[src/design/recent_message_dedup_ring_core_macros.svh]
// ----------------------------------------------------------------------------
// Assertion macros for the recent message dedup ring
// Clocked concurrent assertions, with and without the reset disable.
// ----------------------------------------------------------------------------
`ifndef RECENT_MESSAGE_DEDUP_RING_CORE_MACROS_SVH
`define RECENT_MESSAGE_DEDUP_RING_CORE_MACROS_SVH

// Check a property on every clock edge outside reset
`define RMD_ASSERT(label, prop, msg) \
    label: assert property (@(posedge i_clk) disable iff (!i_rst_n) (prop)) \
        else $error(msg);

// Check a property on every clock edge, reset included
`define RMD_ASSERT_ALWAYS(label, prop, msg) \
    label: assert property (@(posedge i_clk) (prop)) else $error(msg);

`endif

[src/design/rmd_slot_ram.sv]
// ----------------------------------------------------------------------------
// rmd_slot_ram
// Simple dual-port synchronous RAM, one write and one registered read port.
// ----------------------------------------------------------------------------
`timescale 1ns / 1ps

module rmd_slot_ram #(
    parameter int DATA_W = 8,
    parameter int ADDR_W = 8
) (
    input  logic              i_clk,
    input  logic              i_we,
    input  logic [ADDR_W-1:0] i_waddr,
    input  logic [DATA_W-1:0] i_wdata,
    input  logic              i_re,
    input  logic [ADDR_W-1:0] i_raddr,
    output logic [DATA_W-1:0] o_rdata
);

    logic [DATA_W-1:0] r_mem [2**ADDR_W];
    logic [DATA_W-1:0] r_rdata;

    // Write port
    always_ff @(posedge i_clk) begin
        if (i_we) begin
            r_mem[i_waddr] <= i_wdata;
        end
    end

    // Read port, registered
    always_ff @(posedge i_clk) begin
        if (i_re) begin
            r_rdata <= r_mem[i_raddr];
        end
    end

    assign o_rdata = r_rdata;

endmodule

[config.mk]
export PLATFORM = sky130hd
export DESIGN_NAME = rmd_slot_ram
export DESIGN_NICKNAME = d
export VERILOG_FILES = /design/src/design/recent_message_dedup_ring_core_macros.svh /design/src/design/rmd_slot_ram.sv
export SDC_FILE = /design/constraint.sdc
export NUM_CORES = 2
export LEC_CHECK = 0
export BUFFER_PORTS_ARGS = -buffer_cell sky130_fd_sc_hd__buf_4
export CORE_UTILIZATION = 60
export CTS_CLUSTER_SIZE = 8
export DETAILED_ROUTE_END_ITERATION = 12
export HOLD_SLACK_MARGIN = 0.02
export PLACE_DENSITY = 0.76
export SETUP_SLACK_MARGIN = 0.05
export SYNTH_ARGS = -nofsm -noshare
export SYNTH_HDL_FRONTEND = slang
export SYNTH_SLANG_ARGS = --single-unit
[constraint.sdc]
create_clock -name i_clk -period 3 [get_ports i_clk]
set_input_delay 0.45 -clock i_clk [delete_from_list [all_inputs] [get_ports i_clk]]
set_output_delay 0.45 -clock i_clk [all_outputs]
set_load 0.01 [all_outputs]
After elaboration in Yosys (flattened, before gate mapping)

Memories as Yosys holds them, arrays and structs flattened. A register that Yosys moved wholly into a read port is not among the register bits.
Index checks and enable logic that the tools add are counted.
W data, S select, Z words.

Memories kept: 1
Bits in writable memories: 2,048
Flip-flop bits (word level): 0
Latch bits: 0
ROM bits: 0

Memories:

| memory | depth | width | rd ports | clocked after memory_dff | write ports | line               | RTL |
|---|---|---|---|---|---|---|---|
| r_mem  | 256   | 8     | 1        | 1                        | 1           | rmd_slot_ram.sv:20 | `logic [DATA_W-1:0] r_mem [2**ADDR_W];` |

Bitwise gates (word level): 0
Multipliers: 0
Magnitude comparators: 0
Shift-type cells: 0
Reductions and logical operators: 0
Add/sub/neg operators: 0
Equal/unequal tests: 0
Divide/modulo/power cells: 0
Multiplexer cells: 2

Operators by type and width:

| kind    | number |
|---|---|
| $mux W1 | 2 |

Longest topological paths before layout

Depth after elaboration: 2
Mapped depth: 11
Gate-level depth less buffers: 6

Worst setup path before layout

OpenSTA, ideal clock, no wires.

Path type: input -> register
From: input i_raddr[0]
To: register r_rdata[2] (netlist: o_rdata[2]) (read register of r_mem), data pin
Buffers on the path: 4
Slack: 0.474 ns
Data arrival time: 2.257 ns
Stages: 9
Cell sequence: buf_6 > buf_12 > buf_8 > buf_2 > mux4_2 > a22oi_1 > a21oi_1 > nor4_1 > nor4_2

RTL lines:

| what            | line               | RTL |
|---|---|---|
| start, declared | rmd_slot_ram.sv:16 | `input logic [ADDR_W-1:0] i_raddr,` |
| end, declared   | rmd_slot_ram.sv:21 | `logic [DATA_W-1:0] r_rdata;` |

==> metrics.md <==
| Metric | Value |
|---|---|
| CP Launch Type | `flip-flop` |
| First-pass GRT wire length | `approximately 300,000 microns` |
| Worst slew pin tran | `1080 ps` |
| Routed vias/inst | `around 7.0` |
| Overall routed net length | `209,000 microns` |
| Finished Layout Cells | `6,164` |
| Starting Density | `60.5%` |
| Avg WL per Cell | `33.9 microns` |
| Fmax | `341 MHz` |
| H-tree levels | `5` |
| Net Count, Synth | `about 3,800` |
| Post-synthesis sequential area ratio | `a little under 80%` |
| Buf/Inv on CP | `0` |
| Filler instances | `7,191` |
| Post-Synth Simple-Gate Area | `approximately 2.6%` |
| Instance count on the critical path | `6` |
| CP max stage delay | `650 ps` |
| Endpoint class of the critical path | `flip-flop` |
| VDD IR max | `0.658 mV` |
| Most common cell in the netlist | `edfxtp_1` |
| Xor/xnor cell area share of the yosys netlist | `0%` |
| Reg2reg setup slack | `70 ps` |
| Layout cells sized above 1 | `31.4%` |
| Cell Rows | `133` |
| Mean post-synth cell area | `roughly 21 sq um` |
| Hold Worst Slack | `around 93 ps` |
| CP Max Fanout | `1` |
| Number of global-route vias before repair | `44,000` |
| Clock Pin Slew Worst Setup and Hold Paths | `50 ps` |
| CTS max path bufs | `4` |
| RSZ-0062 raised after global routing | `no` |
| Worst Skew | `46.7 ps` |
| Synth Flop Type | `edfxtp_1` |
| Post-synth top area share | `between 70 and 80%` |
| DRT antenna net count | `0` |
| Relative slew slack | `27.6%` |
| Commonest cells in the netlist | `edfxtp_1, mux4_2, nor2_1, mux2i_1, a22oi_1` |
| Input/output buffers | `34` |
| Crit path kind | `reg2reg` |
| Total gr overflow | `0` |
| Routability Congestion | `0.907` |
| Most area-hungry cell type in the Yosys netlist | `edfxtp_1` |
| Pwr dens | `689 mW/mm^2` |
| Final Cycle Share | `between 90% and 100%` |
| CTS tree | `built` |
| Synth area leaders | `edfxtp_1, mux4_2, mux2i_1, nor2_1, a22oi_1` |
| Largest net degree at the start of global routing | `98` |
| Mux cell area share after synthesis | `14.6%` |
| DR iter-0 viols | `roughly 6,400` |
| Depth of the most critical reg-to-reg path | `6` |
| Asr flop ratio synth | `0%` |
| Worst Hold Class | `in2reg` |
| TritonCTS Buffers | `around 310` |
| Mapped cell area | `0.0796 sq mm` |
| Final slew viol count | `0` |
| Min Tclk post-route | `2930 ps` |
| Final Setup Violations | `0` |
| Initial antenna violation count | `11` |
| Clock Latency Late Sink | `890 ps` |
| Post-CTS setup buffer count | `0` |
| All-layer global routing usage | `31.6%` |
| Top Ports | `35` |
| FF/Latch Area | `0.0617 sq mm` |
| Crit-path leading delay family | `compound AO/OA/AOI/OAI gates` |
| CP cell instances | `mux4_2 > a22o_1 > a221oi_1 > o32ai_1 > nor3_2 > nor4_1` |
| Drt first pass iters | `6` |
| CTS root buffer | `clkbuf_16` |
| Die area | `approximately 0.13 sq mm` |
| WP data arrival | `3530 ps` |
| Multi-input logic area | `0.0165 sq mm` |
| Synth Area in Compound Gates | `3.42%` |
| Post-synthesis adder-cell area fraction | `0%` |
| Number of synthesized flops with an enable pin | `about 2,100` |
| Run status | `complete, no violations` |
| Max Cap Violations | `0` |
| Placed cells | `between 5,000 and 6,000` |
| Clk sinks | `roughly 2,100` |
| Dpl hpwl | `124,000 microns` |
| Area Growth Syn to Fin | `17.7%` |
| Core Region | `0.132 sq mm` |
| CP max stage cell | `nor3_2` |
| Fin nets | `approximately 4,400` |
| WP data required | `3600 ps` |
| Main combinational cell family by area after synthesis | `multiplexers` |
| Die Width | `366 microns` |
| Mapped Cells | `3,733` |
| Hold Fails Final Rpt | `0` |
| Flops & latches, synth | `2,056` |
| Die Y | `366 microns` |
| Post-route DRC | `0` |
| Ys Warns | `0` |
| Pleak | `30.5 nW` |
| Via count | `42,882` |
| Hold Crit Depth | `1` |
| Post-synthesis cell type count | `54` |
metrics by stage:
step	utilization [%]	power (W)	TNS (ps)	instance area, sq um	setup WS (ps)
floorplan	-	0.0339	0	79600	474
global route	71.2	0.0659	0	93700	79.0
detailed placement	65.1	0.0354	-5100	85700	-1080
global placement	65.1	0.0354	-5330	85700	-1050
finish	71.2	0.0645	0	93700	69.2
CTS	71.2	0.0647	0	93700	151
layout by cell type, fill, tap and decap left out, types with 4 or more instances in the layout:
cell type  netlist  final
buf_4           27    507
diode_2          0      4
mux2i_1        134    134
nand2b_1         8      8
clkbuf_16        0    314
and2_1           6      6
a22o_1           8      8
inv_6            0      4
edfxtp_1      2056   2056
nor2b_1         31     28
a22oi_1        133    133
a21oi_1         96     96
a211oi_1        16     16
mux4_2         454    454
a221oi_1        13     13
o32ai_1          4      4
nand4_1         10     10
nor4_1          24     22
nor3_1          22     20
o22a_1           5      5
nand2_1         33     33
o22ai_1         28     28
or2_2            4      4
o221ai_1        46     46
nor4_2           3      5
nand3_1         34     34
clkbuf_8         0      8
buf_12           8     66
nor2_1         282    279
o21ai_0         10     10
o211ai_1        10     10
flip-flops by register name (all words and copies together), names as in the netlist:
| register | cells |
|---|---|
| o_rdata | 8 |
| r_mem | 2048 |
worst paths after layout:
kind                                              start                 endpoint
worst min-delay path                         i_wdata[6]  r_mem[194][6]$_DFFE_PP_
worst max-delay path            r_mem[195][3]$_DFFE_PP_     o_rdata[3]$_DFFE_PP_
worst max register to register  r_mem[195][3]$_DFFE_PP_     o_rdata[3]$_DFFE_PP_
worst min register to register   r_mem[49][5]$_DFFE_PP_     o_rdata[5]$_DFFE_PP_
power breakdown:
group	leakage (nW)	internal, W	total (W)	switching [W]
registers	18.5	0.0318	0.0318	0.0000446
clock network	3.92	0.0184	0.0296	0.0112
logic	8.07	0.00123	0.00318	0.00195
cell type report:
| type | instances | share of cell area, % |
|---|---|---|
| Clock buffer | 314 | 8.39 |
| Tap cell | 1755 | 2.34 |
| Clock inverter | 7 | 0.119 |
| Antenna cell | 4 | 0.0107 |
| Sequential cell | 2056 | 65.9 |
| Timing Repair Buffer | 584 | 5.63 |
| Multi-Input combinational cell | 1442 | 17.6 |
| Inverter | 2 | 0.00801 |
cells by family (layout without fill, tap and decap cells):
family	after synthesis	count (layout)
compound gates	385	385
buf+inv	235	907
flops	2056	2056
mux	591	591
other cells	0	4
simple gates	466	466
layer usage:
layer	vias to the layer above	track usage, %	wire length [microns]
met4	20	14.8	10300
li1	16891	-	-
met1	22213	41.9	73400
met3	663	7.52	23000
met2	3095	50.2	102000
met5	-	0	135
what timing repair did:
| action | CTS | global route |
|---|---|---|
| endpoints found under the hold margin | 8 | 0 |
| hold buffers | 1 | 0 |
| resized for setup | 3 | 0 |
| setup endpoints to repair | 3 | 0 |
Note: power is estimated with default switching activity, not from simulation.
